--- src/hdl/hbi_pkg.sv ---
// Constants, types and coefficient table shared by the half-band interpolator.
package hbi_pkg;

	localparam int SAMPLE_WIDTH   = 16;
	localparam int COEF_FRAC_BITS = 16;
	localparam int LINE_DEPTH     = 11;
	localparam int HALF_TAPS      = 6;
	localparam int PART_SUMS      = HALF_TAPS / 2;
	localparam int DELAY_TAP      = 4;

	localparam int SUM_WIDTH  = SAMPLE_WIDTH + 1;
	localparam int COEF_WIDTH = 17 + COEF_FRAC_BITS - 16;
	localparam int PROD_WIDTH = SUM_WIDTH + COEF_WIDTH;
	localparam int ACC_WIDTH  = PROD_WIDTH + 3;

	typedef logic signed [SAMPLE_WIDTH-1:0] sample_t;
	typedef logic signed [SUM_WIDTH-1:0]    pair_t;
	typedef logic signed [COEF_WIDTH-1:0]   coef_t;
	typedef logic signed [PROD_WIDTH-1:0]   prod_t;
	typedef logic signed [ACC_WIDTH-1:0]    acc_t;

	localparam acc_t SAT_MAX = ACC_WIDTH'((64'sd1 <<< (SAMPLE_WIDTH - 1)) - 64'sd1);
	localparam acc_t SAT_MIN = -SAT_MAX - ACC_WIDTH'(1);

	typedef struct packed {
		logic accept;
		logic en_s1;
		logic en_s2;
		logic en_s3;
		logic en_s4;
	} pipe_ctrl_t;

	// Outermost tap pair first; the base values are scaled by 2^16.
	function automatic coef_t coef(input int k);
		int base;
		case (k)
			0:       base = -90;
			1:       base = 502;
			2:       base = -1694;
			3:       base = 4508;
			4:       base = -11204;
			5:       base = 40742;
			default: base = 0;
		endcase
		return COEF_WIDTH'(base * (1 << (COEF_FRAC_BITS - 16)));
	endfunction

endpackage

--- src/hdl/hbi_preadd.sv ---
// Sample delay line and symmetric tap pre-adders for one channel.
module hbi_preadd (
	input  logic                clk,
	input  logic                arst_n,
	input  hbi_pkg::pipe_ctrl_t ctrl,
	input  hbi_pkg::sample_t    sample,
	output hbi_pkg::pair_t      pair_s1 [hbi_pkg::HALF_TAPS],
	output hbi_pkg::sample_t    delayed_s1
);

	hbi_pkg::sample_t line_q [hbi_pkg::LINE_DEPTH];
	hbi_pkg::sample_t taps [hbi_pkg::LINE_DEPTH + 1];

	always_comb begin
		taps[0] = sample;
		for (int k = 0; k < hbi_pkg::LINE_DEPTH; k++) begin
			taps[k + 1] = line_q[k];
		end
	end

	always_ff @(posedge clk or negedge arst_n) begin
		if (!arst_n) begin
			for (int k = 0; k < hbi_pkg::LINE_DEPTH; k++) begin
				line_q[k] <= '0;
			end
		end else if (ctrl.accept) begin
			line_q[0] <= sample;
			for (int k = 1; k < hbi_pkg::LINE_DEPTH; k++) begin
				line_q[k] <= line_q[k - 1];
			end
		end
	end

	always_ff @(posedge clk) begin
		if (ctrl.en_s1) begin
			for (int k = 0; k < hbi_pkg::HALF_TAPS; k++) begin
				pair_s1[k] <= hbi_pkg::SUM_WIDTH'(taps[k])
					+ hbi_pkg::SUM_WIDTH'(taps[hbi_pkg::LINE_DEPTH - k]);
			end
			delayed_s1 <= line_q[hbi_pkg::DELAY_TAP];
		end
	end

endmodule

--- config.mk ---
export PLATFORM = sky130hd
export DESIGN_NAME = hbi_preadd
export DESIGN_NICKNAME = d
export VERILOG_FILES = /design/src/hdl/hbi_pkg.sv /design/src/hdl/hbi_preadd.sv
export SDC_FILE = /design/constraint.sdc
export NUM_CORES = 1
export LEC_CHECK = 0
export BUFFER_PORTS_ARGS = -buffer_cell sky130_fd_sc_hd__buf_2
export CAP_MARGIN = 5
export CORE_MARGIN = 4
export CORE_UTILIZATION = 54
export CTS_CLUSTER_SIZE = 30
export DETAILED_ROUTE_END_ITERATION = 16
export PLACE_DENSITY = 0.88
export SLEW_MARGIN = 5
export SYNTH_ARGS = -nofsm -noshare
export SYNTH_HDL_FRONTEND = slang
export SYNTH_SLANG_ARGS = --single-unit
--- constraint.sdc ---
create_clock -name clk -period 2.5 [get_ports clk]
set_input_delay 0.25 -clock clk [delete_from_list [all_inputs] [get_ports clk]]
set_output_delay 0.25 -clock clk [all_outputs]
set_load 0.05 [all_outputs]
---- After elaboration in Yosys (flattened, before gate mapping) ----
Cells that the tools add are included.
storage, ports and cells
  bits in latches ......................... 0
  output and inout port bits .............. 118
  register bits ........................... 294
  ROM bits ................................ 0
  memories ................................ 0
  input bits .............................. 23
  bits in writable memories ............... 0
cells by class
  divide/modulo/power cells ............... 0
  reduce and logical (&&, ||, !) cells .... 0
  shift operators ......................... 0
  add/subtract/negate cells ............... 6
  equality and inequality tests ........... 0
  bitwise gates (word level) .............. 0
  magnitude comparators ................... 0
  multiplexer cells ....................... 0
  $mul .................................... 0
operators by type and width
  kind                     number
  adder 16 x 16 -> 17 bit  6

---- Depth between registers and ports, before layout ----
  depth after elaboration ................. 1
  mapped depth ............................ 8
  depth with buffers taken out ............ 8

---- Worst setup path before layout ----
OpenSTA, ideal clock, no wires.
  path type ............................... register to register
  start point ............................. reg line_q[64] (netlist bit)
  end point ............................... reg pair_s1[27] (netlist bit) (data pin)
  setup time .............................. 0.259 ns
  stages on the path, launching flop included .. 9
  setup slack ............................. 0.111 ns
  data arrival time ....................... 2.130 ns
  path buffers ............................ 0
  period minus slack after synthesis ...... 2.389 ns
  cell sequence ........................... dfrtp_1 -> ha_1 -> fa_1 -> a21oi_2 -> o32ai_2 -> or4_4 -> a31o_1 -> a21oi_2 -> xnor2_1
on the way
  longest elaborated chain between the ends .. 1
RTL lines
  element                           RTL line          source
  start: declaration                hbi_preadd.sv:11  hbi_pkg::sample_t line_q [hbi_pkg::LINE_DEPTH];
  start signal: indexed assignment  hbi_preadd.sv:29  line_q[k] <= line_q[k - 1];
  adder 16 x 16 -> 17 bit           hbi_preadd.sv:38  + hbi_pkg::SUM_WIDTH'(taps[hbi_pkg::LINE_DEPTH - k]);
  end signal: indexed assignment    hbi_preadd.sv:37  pair_s1[k] <= hbi_pkg::SUM_WIDTH'(taps[k])
  end: declaration                  hbi_preadd.sv:7   output hbi_pkg::pair_t pair_s1 [hbi_pkg::HALF_TAPS],
No other way between the ends.
A chain may end at the register's enable or synchronous reset.

---- Final worst setup path ----
  start point ............................. reg line_q[80] (netlist bit)
  end point ............................... reg pair_s1[10] (netlist bit) (data pin)
The elaborated chain is that of the path after synthesis.

==> results.json <==
{
  "min_to": "pair_s1[80]",
  "muxShareOfSynthArea": 0.140,
  "ys_ff_latch": 294,
  "syn-cell-area_um2": 14300,
  "cts-root-to-sink-buffers": 3,
  "wl_per_cell_um": 19.0,
  "crit_path_max_fanout": 3,
  "required_ns": 2.81,
  "netlist_top_cells_area": "dfrtp_1 31%, edfxtp_1 25%, mux2_2 14%, ha_1 8.4%, xnor2_1 3.2%",
  "antennaDiodeCount": 0,
  "syn_avg_cell_area_um2": 13.4,
  "yosys.area_share.xor_xnor": 0.0458,
  "grt_pass1_vias": 9591,
  "ys_warn_count": 0,
  "final_util": 0.653,
  "grt_overflow_total": 0,
  "rows": 59,
  "vias": 9492,
  "dieArea_um2": 29200,
  "setup_violations": 0,
  "syn_nets": 1196,
  "dr_wl_met3_mm": 1.81,
  "multi_input_area_um2": 6300,
  "highest_layer": "met4",
  "synth_top_family_by_area": "multiplexers",
  "layout-drive-gt1-share": 0.340,
  "ios": 141,
  "critPathKind": "flop to flop",
  "regArea_um2": 7950,
  "fin_tns_setup_ns": 0,
  "synthArstFlopShare": 0.599,
  "holdCritStartpoint": "ctrl[3]",
  "tightestPinTransition_ns": 0.680,
  "nets": 1399,
  "clock-root-buffer": "clkbuf_16",
  "final_antenna_net_count": 0,
  "r2r_start": "line_q[80]",
  "skew_ns": 0.0143,
  "wl_met2_mm": 15.1,
  "dp_hpwl_mm": 21.7,
  "placed_area_um2": 15700,
  "htree_levels": 1,
  "synth_top_area_frac": 0.307,
  "drc_errors": 0,
  "holdPathStages": 2,
  "path_clk_slew_ns": 0.06,
  "die_x_um": 171,
  "n_fill_cell": 1810,
  "r2r_cells": 8,
  "wl_mm": 31.0,
  "cap_violations": 0,
  "portBuffers": 137,
  "rsz0062_at_grt": "yes",
  "gp_congestion": 0.903,
  "cts_tree": "yes",
  "track_usage": 0.209,
  "design_area_um2": 17000,
  "fin_hold_ws_ns": 0.223,
  "synth_seq_area_share": 0.554,
  "fin_crit_ns": 2.46,
  "fin_crit_sh": 0.984,
  "synthSimpleGateAreaFrac": 0.0506,
  "slew_violations": 0,
  "hold_class": "input port to flop",
  "cts_made_buffers": 31,
  "cts_sinks": 294,
  "status": "finished clean",
  "clock_latency_ns": 0.56,
  "yosysTopAreaCell": "dfrtp_1",
  "critPathCaptureType": "flop",
  "drt_iter0_drc": 876,
  "fp.coreArea_um2": 26100,
  "start_util": 0.550,
  "antenna_found_initial": 0,
  "vias_per_cell": 5.81,
  "slew_headroom": 0.546,
  "grt_pass1_wl_mm": 49.3,
  "rrSetupSlack_ns": 0.04,
  "synthDistinctLibCells": 62,
  "clock.fmax_ghz": 0.406,
  "synth_top_flop_cell": "dfrtp_1",
  "synth_cells": 1071,
  "m1WireLength_mm": 13.4,
  "grt_max_degree": 75,
  "r2r_end": "pair_s1[10]",
  "die_y_um": 171,
  "synth-compound-area-share": 0.104,
  "finalHoldViolations": 0,
  "arrival_ns": 2.77,
  "syn_to_final_growth_pct": 18.7,
  "dr.pass1.iters": 5,
  "start_kind": "flop",
  "synthAdderAreaFrac": 0.0922,
  "synth_edf_count": 118
}
## worst max path at each step
stage,start,endpoint,depth (start not counted)
2_1_floorplan,line_q[64],pair_s1[27],8
3_3_place_gp,sample[0],pair_s1[97],9
3_5_place_dp,line_q[0],pair_s1[97],8
4_1_cts,line_q[0],pair_s1[99],8
5_1_grt,line_q[0],pair_s1[95],8
6_report,line_q[80],pair_s1[10],8
## worst max-delay path: stages, from the launching register on
cell and delay, ns:
dfrtp_1 0.40, ha_1 0.26, fa_1 0.43, a21o_1 0.20, a21oi_1 0.26, o21ai_2 0.14, a31o_2 0.26, a21oi_1 0.17
xnor2_1 0.09
## cells in the final DEF (no fill, tap or decap), types with 34 or more instances in the layout
| cell type | Yosys | final |
|---|---|---|
| mux2_2 | 176 | 176 |
| dfrtp_1 | 176 | 176 |
| buf_2 | 8 | 134 |
| edfxtp_1 | 118 | 118 |
| ha_1 | 96 | 93 |
| a21oi_1 | 67 | 64 |
| xnor2_1 | 52 | 52 |
| nand2_1 | 44 | 44 |
| nor2_1 | 42 | 41 |
| o21ai_0 | 41 | 39 |
| buf_4 | 0 | 36 |
| clkbuf_16 | 0 | 34 |
## repair_timing
item / 4_1_cts / 5_1_grt
hold endpoints to repair: 86 / 0
pin swaps: 5 / 23
hold buffers: 17 / 0
gates resized for setup: 4 / 20
setup endpoints to repair: 11 / 19
setup buffers: 0 / 9
## state kept, by name, indices dropped and copies added, names as in the netlist
name	count
delayed_s1	16
pair_s1	102
line_q	176
## kinds of logic after synthesis
kind of cell               count (synthesis)
DFF                                      294
AOI/OAI and AO/OA                        222
muxes                                    179
and+or+nand+nor                          153
adders and majority gates                102
xor gates and xnor gates                  75
buffers and inverters                     46
## synth_stat cells, types with 4 or more instances
cell      number
inv_1         22
a211oi_1      10
a221o_1        4
edfxtp_1     118
xnor2_1       52
nand2b_1       8
fa_1           6
o21ai_0       41
nor3_1        11
a31o_2         5
nand2_1       44
nand4_1        5
buf_2          8
nor2_1        42
a21o_1        24
and3_1         5
ha_1          96
mux2_2       176
xor2_1        23
a21oi_1       67
clkbuf_1      16
o211ai_1       4
dfrtp_1      176
a21oi_2        5
o21bai_1      13
nand3_1       19
nor2b_1        6
o21a_1        10
## cell type report
cell class / instances / area share
Sequential cell: 294 / 0.467
Multi-Input combinational cell: 731 / 0.370
Timing Repair Buffer: 194 / 0.0725
Clock buffer: 55 / 0.0599
Tap cell: 335 / 0.0246
Inverter: 22 / 0.00485
Clock inverter: 3 / 0.00110
## routing by layer
layer / GRT usage / vias to the layer above
li1: - / 4429
met1: 0.289 / 4682
met2: 0.355 / 319
met3: 0.0303 / 62
met4: 0.0489 / 0
met5: 0 / -
## stage by stage
stage                     setup WS (ns)  std cells
after floorplan                   0.111       1071
after global placement          -0.0316       1550
after detailed placement         -0.105       1550
after CTS                       -0.0201       1625
after global routing            -0.0362       1634
final                            0.0391       1634
Power is not shown: default switching activity piles up to over one toggle a cycle in this logic, so the estimate is an artifact.
