==> src/hdl/hbi_pkg.sv <==
// Constants, types and coefficient table shared by the half-band interpolator.
package hbi_pkg;

	localparam int SAMPLE_WIDTH   = 16;
	localparam int COEF_FRAC_BITS = 16;
	localparam int LINE_DEPTH     = 11;
	localparam int HALF_TAPS      = 6;
	localparam int PART_SUMS      = HALF_TAPS / 2;
	localparam int DELAY_TAP      = 4;

	localparam int SUM_WIDTH  = SAMPLE_WIDTH + 1;
	localparam int COEF_WIDTH = 17 + COEF_FRAC_BITS - 16;
	localparam int PROD_WIDTH = SUM_WIDTH + COEF_WIDTH;
	localparam int ACC_WIDTH  = PROD_WIDTH + 3;

	typedef logic signed [SAMPLE_WIDTH-1:0] sample_t;
	typedef logic signed [SUM_WIDTH-1:0]    pair_t;
	typedef logic signed [COEF_WIDTH-1:0]   coef_t;
	typedef logic signed [PROD_WIDTH-1:0]   prod_t;
	typedef logic signed [ACC_WIDTH-1:0]    acc_t;

	localparam acc_t SAT_MAX = ACC_WIDTH'((64'sd1 <<< (SAMPLE_WIDTH - 1)) - 64'sd1);
	localparam acc_t SAT_MIN = -SAT_MAX - ACC_WIDTH'(1);

	typedef struct packed {
		logic accept;
		logic en_s1;
		logic en_s2;
		logic en_s3;
		logic en_s4;
	} pipe_ctrl_t;

	// Outermost tap pair first; the base values are scaled by 2^16.
	function automatic coef_t coef(input int k);
		int base;
		case (k)
			0:       base = -90;
			1:       base = 502;
			2:       base = -1694;
			3:       base = 4508;
			4:       base = -11204;
			5:       base = 40742;
			default: base = 0;
		endcase
		return COEF_WIDTH'(base * (1 << (COEF_FRAC_BITS - 16)));
	endfunction

endpackage

==> src/hdl/hbi_mac.sv <==
// Coefficient multipliers, adder tree, floor shift and saturation for one channel.
module hbi_mac (
	input  logic                clk,
	input  hbi_pkg::pipe_ctrl_t ctrl,
	input  hbi_pkg::pair_t      pair_s1 [hbi_pkg::HALF_TAPS],
	input  hbi_pkg::sample_t    delayed_s1,
	output hbi_pkg::sample_t    filtered_s4,
	output hbi_pkg::sample_t    delayed_s4
);

	hbi_pkg::prod_t   prod_s2 [hbi_pkg::HALF_TAPS];
	hbi_pkg::acc_t    part_s3 [hbi_pkg::PART_SUMS];
	hbi_pkg::sample_t delayed_s2;
	hbi_pkg::sample_t delayed_s3;
	hbi_pkg::acc_t    total;
	hbi_pkg::acc_t    shifted;
	hbi_pkg::sample_t clamped;

	always_ff @(posedge clk) begin
		if (ctrl.en_s2) begin
			for (int k = 0; k < hbi_pkg::HALF_TAPS; k++) begin
				prod_s2[k] <= hbi_pkg::PROD_WIDTH'(pair_s1[k])
					* hbi_pkg::PROD_WIDTH'(hbi_pkg::coef(k));
			end
			delayed_s2 <= delayed_s1;
		end
	end

	always_ff @(posedge clk) begin
		if (ctrl.en_s3) begin
			for (int j = 0; j < hbi_pkg::PART_SUMS; j++) begin
				part_s3[j] <= hbi_pkg::ACC_WIDTH'(prod_s2[2 * j])
					+ hbi_pkg::ACC_WIDTH'(prod_s2[2 * j + 1]);
			end
			delayed_s3 <= delayed_s2;
		end
	end

	always_comb begin
		total = '0;
		for (int j = 0; j < hbi_pkg::PART_SUMS; j++) begin
			total = total + part_s3[j];
		end
		shifted = total >>> hbi_pkg::COEF_FRAC_BITS;
		if (shifted > hbi_pkg::SAT_MAX) begin
			clamped = hbi_pkg::SAMPLE_WIDTH'(hbi_pkg::SAT_MAX);
		end else if (shifted < hbi_pkg::SAT_MIN) begin
			clamped = hbi_pkg::SAMPLE_WIDTH'(hbi_pkg::SAT_MIN);
		end else begin
			clamped = hbi_pkg::SAMPLE_WIDTH'(shifted);
		end
	end

	always_ff @(posedge clk) begin
		if (ctrl.en_s4) begin
			filtered_s4 <= clamped;
			delayed_s4  <= delayed_s3;
		end
	end

endmodule
==> config.mk <==
export PLATFORM = sky130hd
export DESIGN_NAME = hbi_mac
export DESIGN_NICKNAME = d
export VERILOG_FILES = /design/src/hdl/hbi_pkg.sv /design/src/hdl/hbi_mac.sv
export SDC_FILE = /design/constraint.sdc
export NUM_CORES = 2
export LEC_CHECK = 0
export BUFFER_PORTS_ARGS = -buffer_cell sky130_fd_sc_hd__buf_2
export CAP_MARGIN = 20
export CORE_ASPECT_RATIO = 1.4
export CORE_MARGIN = 5
export CORE_UTILIZATION = 57
export DETAILED_ROUTE_END_ITERATION = 7
export GPL_TIMING_DRIVEN = 0
export PLACE_DENSITY = 0.77
export RECOVER_POWER = 25
export SLEW_MARGIN = 20
export SYNTH_ARGS = -nofsm -noshare
export SYNTH_HDL_FRONTEND = slang
export SYNTH_SLANG_ARGS = --single-unit
==> constraint.sdc <==
create_clock -name clk -period 6.6 [get_ports clk]
set_input_delay 0.99 -clock clk [delete_from_list [all_inputs] [get_ports clk]]
set_output_delay 0.99 -clock clk [all_outputs]
set_load 0.02 [all_outputs]
# Word level (Yosys, flattened, before mapping)
# Memory sizes are Yosys's and may differ from the RTL's.
# Cells that the tools add are included.
dict set report op_classes {
  n_addsub 5
  mul 6
  order_cmp 2
  muxes 11
}
# operator n
set op_table {}
lappend op_table {{17-bit by 17-bit multiplier with 34-bit output} 6}
lappend op_table {{34-bit by 34-bit adder with 35-bit output} 3}
lappend op_table {{17-bit 2-to-1 mux} 6}
lappend op_table {{37-bit adder} 2}
lappend op_table {{21-bit by 16-bit greater-than comparator with 1-bit output, second input constant} 1}
lappend op_table {{21-bit by 16-bit < comparator with 1-bit output, second input constant} 1}
lappend op_table {{16-bit 2-to-1 mux} 1}
lappend op_table {{1-bit 2-to-1 mux} 4}
dict set report totals {
  ff_bits 64
  ramBits 315
  inputBits 124
  out_inout_bits 32
  wordCells 30
  memories 2
}
# memory words word_bits read_ports rd_clocked_by_memory_dff write_ports line
set mem_list {}
lappend mem_list {prod_s2 6 34 6 0 6 hbi_mac.sv:11} ;# hbi_pkg::prod_t prod_s2 [hbi_pkg::HALF_TAPS];
lappend mem_list {part_s3 3 37 3 0 3 hbi_mac.sv:12} ;# hbi_pkg::acc_t part_s3 [hbi_pkg::PART_SUMS];

# Longest topological paths before layout
dict set report logic_depth {
  depth_word 4
  depth_mapped 25
  ltp_nobuf 25
}

# Least setup slack after synthesis
# Ideal clock, no wire load.
dict set report synth_timing {
  path_kind {input to register}
  startpoint {input pair_s1[101] in the netlist's numbering}
  endpoint {memory prod_s2[0][33] in the netlist's numbering (data pin)}
  setup_ns 0.260
  t_arrival_ns 6.301
  t_required_ns 6.340
  slack_ns 0.039
  path_stages 23
  path_buffers 1
  cell_sequence {clkbuf_1 inv_1 fa_1 inv_1 fa_1 fa_1 fa_1 inv_1 fa_1 inv_1 ha_1 a21o_1 a21o_1 a21oi_1 o21ai_0 a21oi_1 nor2_1 a211o_1 nand2_1 o2111ai_1 a31o_2 a21oi_1 xnor2_1}
}
# element line
set synth_lines {}
lappend synth_lines {{from (decl)} hbi_mac.sv:5} ;# input hbi_pkg::pair_t pair_s1 [hbi_pkg::HALF_TAPS],
lappend synth_lines {{to (decl)} hbi_mac.sv:11}

==> results.toml <==
[detailed_routing]
via_per_inst = 5.39
vias = 32700
drt-wirelength-per-cell_um = 17.2
drc = 0
wirelength_mm = 105
first_pass_iters = 6
ant_nets = 0
drt_iter0_markers = 1419

[synthesis]
synth_top_cell_area_share_pct = 27.4
postSynth.asyncResetShare_pct = 0
synth-compound-area-share_pct = 9.44
synth_top_family_by_area = "adder cells"
synthAdderAreaFrac_pct = 49.4
yosysTopAreaCell = "fa_1"
yosys.area_share.simple_pct = 5.28
syn_area_per_cell_um2 = 10.8
synthMuxAreaShare_pct = 0.291
synth_area_leaders = "fa_1 27%, ha_1 22%, edfxtp_1 22%"
synth_xor_area_share_pct = 5.30
synth_seq_cells = 362
syn_area_mm2 = 0.0499
synth_fp_nets = 6302
synth_edf_count = 362
yosys_warnings = 0
synth_flop_cell = "edfxtp_1"
ys_seq_area_share_pct = 21.8
syn-instance-count = 4619
ys_types = 92

[cts]
clk_latency_ns = 0.55
htree_num_levels = 2
cts_buffers = 38
cts_root_buffer = "clkbuf_16"
cts_buffer_depth = 3
clock_sinks = 362
path_clk_slew_ns = 0.06
cts_tree = "yes"

[grt]
grt_max_degree = 112
grt_pass1_vias = 35300
grt_overflow = 0
antenna_found_initial = 6
grt_pass1_wl_mm = 173
grt_usage_pct = 22.7

[timing]
setup-violations-final = 0
rsz0062_at_grt = "yes"
fmax_mhz = 156
drv_slew = 188
fin_setup_tns_ns = 0
hold_viol_final = 0
skew_ns = 0.0310
slew_headroom_pct = -272
fin_crit_ns = 6.42
worst_slew_pin_slew_ns = 5.58
fin_crit_sh_pct = 97.3

[setup_path]
worst_path_most_repeated_cell = "fa_1"
cp_max_fo = 7
critPathTopFamily = "adder cells"
slowest_stage = "fa_1"
crit_required_ns = 6.91
endpoint_kind = "flip-flop"
max_stage_delay_ns = 0.49
crit_chain = "clkbuf_4 > inv_1 > fa_1 > fa_1 > fa_1 > inv_1 > fa_1 > fa_1 > inv_1 > fa_1 > inv_1 > ha_2 > a21o_1 > a21oi_1 > o21ai_1 > o211ai_1 > a31oi_4 > a2111oi_4 > nor2_2 > nand4_1 > nand4b_1 > a21oi_1 > xor2_1"
arrival_ns = 6.73
cp_num_buf_inv = 5
cp-start-kind = "input pin"
setup.worst_path.class = "in -> reg"

[die]
die_height_um = 360
die_area_mm2 = 0.0937
die_w_um = 260
core_mm2 = 0.0870
row_count = 128
start_util_pct = 57.4
io_pins = 156

[placement]
placed_area_mm2 = 0.0522
dp_cells = 5944
hpwl_mm = 88.5
numPortBuffers = 153
gp_congestion = 0.921

[cells_and_area]
final_core_util_pct = 62.5
syn2layout_area_growth_pct = 8.83
nNetsFinal = 6547
design_area_mm2 = 0.0543
final_cells = 6066
drive_gt1_share_pct = 7.79

[hold_path]
min_path_type = "reg -> reg"

[status]
violations = "max-capacitance violations, max-slew violations"
status = "complete, but fails checks"

[run]
drv_cap = 3
[worst paths after layout]
path / to / startpoint / depth (start not counted) / slack, ns
setup reg to reg: filtered_s4[10]$_SDFFCE_PN1P_ / part_s3[0][11]$_DFFE_PP_ / 14 / 2.19
hold / removal: delayed_s3[0]$_DFFE_PP_ / delayed_s2[0]$_DFFE_PP_ / 0 / 0.42
setup / recovery: prod_s2[5][33]$_DFFE_PP_ / pair_s1[2] / 23 / 0.18
hold reg to reg: delayed_s3[0]$_DFFE_PP_ / delayed_s2[0]$_DFFE_PP_ / 0 / 0.42
[area by class of cell]
cell class | instances | area [um2]
multi-input combinational | 3130 | 35100
fill | 6764 | 32600
sequential | 362 | 10900
inverter | 1111 | 4220
tap | 1170 | 1460
timing repair buffer | 206 | 1290
clock buffer | 43 | 970
clock inverter | 25 | 297
buffer | 15 | 92.6
antenna | 4 | 10.0
[cells in the mapped netlist, drive strengths merged, types with 6 or more instances]
master,count
edfxtp,362
a21oi,222
o21ai,127
nor2b,28
or2,21
a21boi,12
mux2i,10
o41ai,12
a31o,8
inv,1110
xnor2,226
fa,684
a2111oi,7
a31oi,23
buf,7
o21bai,44
nand4,8
a21o,114
a211oi,19
nor3,46
nor4,9
and2,18
xor2,76
nand2b,30
o31ai,9
clkbuf,9
o21a,37
ha,875
nand3,51
or3,11
and3,24
and4,6
nor2,154
nand2,125
o211ai,15
[flip-flops by register name, summed over array words and instances (netlist names)]
name,flops
delayed_s2,16
delayed_s3,16
delayed_s4,16
filtered_s4,16
part_s3,102
prod_s2,196
[metrics by stage]
step	hold WS [ns]	setup WS, ns
floorplan	0.400	0.0390
global placement	0.401	-1.17
detailed placement	0.405	-1.28
CTS	0.419	0.00394
global route	0.421	-0.0436
finish	0.418	0.180
[cells in the final DEF, fill, tap and decap left out, drive strengths merged, types with 23 or more instances in the layout]
cell / synthesis / routed
o21ai: 127 / 127
nor2: 154 / 154
fa: 684 / 684
nor2b: 28 / 28
o21bai: 44 / 44
nand2b: 30 / 30
buf: 7 / 194
nand2: 125 / 125
and3: 24 / 24
nor3: 46 / 46
xnor2: 226 / 226
inv: 1110 / 1096
xor2: 76 / 76
a21oi: 222 / 222
nand3: 51 / 51
ha: 875 / 875
edfxtp: 362 / 362
a31oi: 23 / 23
o21a: 37 / 37
a21o: 114 / 114
clkbuf: 9 / 70
[cell families (layout without fill, tap and decap cells)]
family          count (synthesis)  after routing
fa+ha+maj                    1560           1560
simple gates                  544            544
mux                            14             14
buf+inv                      1127           1400
compound gates                710            710
xor+xnor                      302            302
other cells                     0              4
flops                         362            362
[layer usage]
metal	track usage, %	part of all wire (%)	up-vias
li1	-	-	15600
met1	27.0	39	16300
met2	43.2	54	579
met3	1.87	3.1	206
met4	7.58	3.8	6
met5	0	0.033	-
[repair_timing]
item / in CTS / in global routing
hold buffers: 0 / 0
buffers inserted: 15 / 36
pin swaps: 4 / 19
endpoints found under the hold margin: 0 / 0
endpoints found under the setup margin: 19 / 20
gates resized for setup: 25 / 96
Power is left out: the tool's default activity adds up to more than one toggle a clock period on the data nets, which glitch-free logic cannot reach.
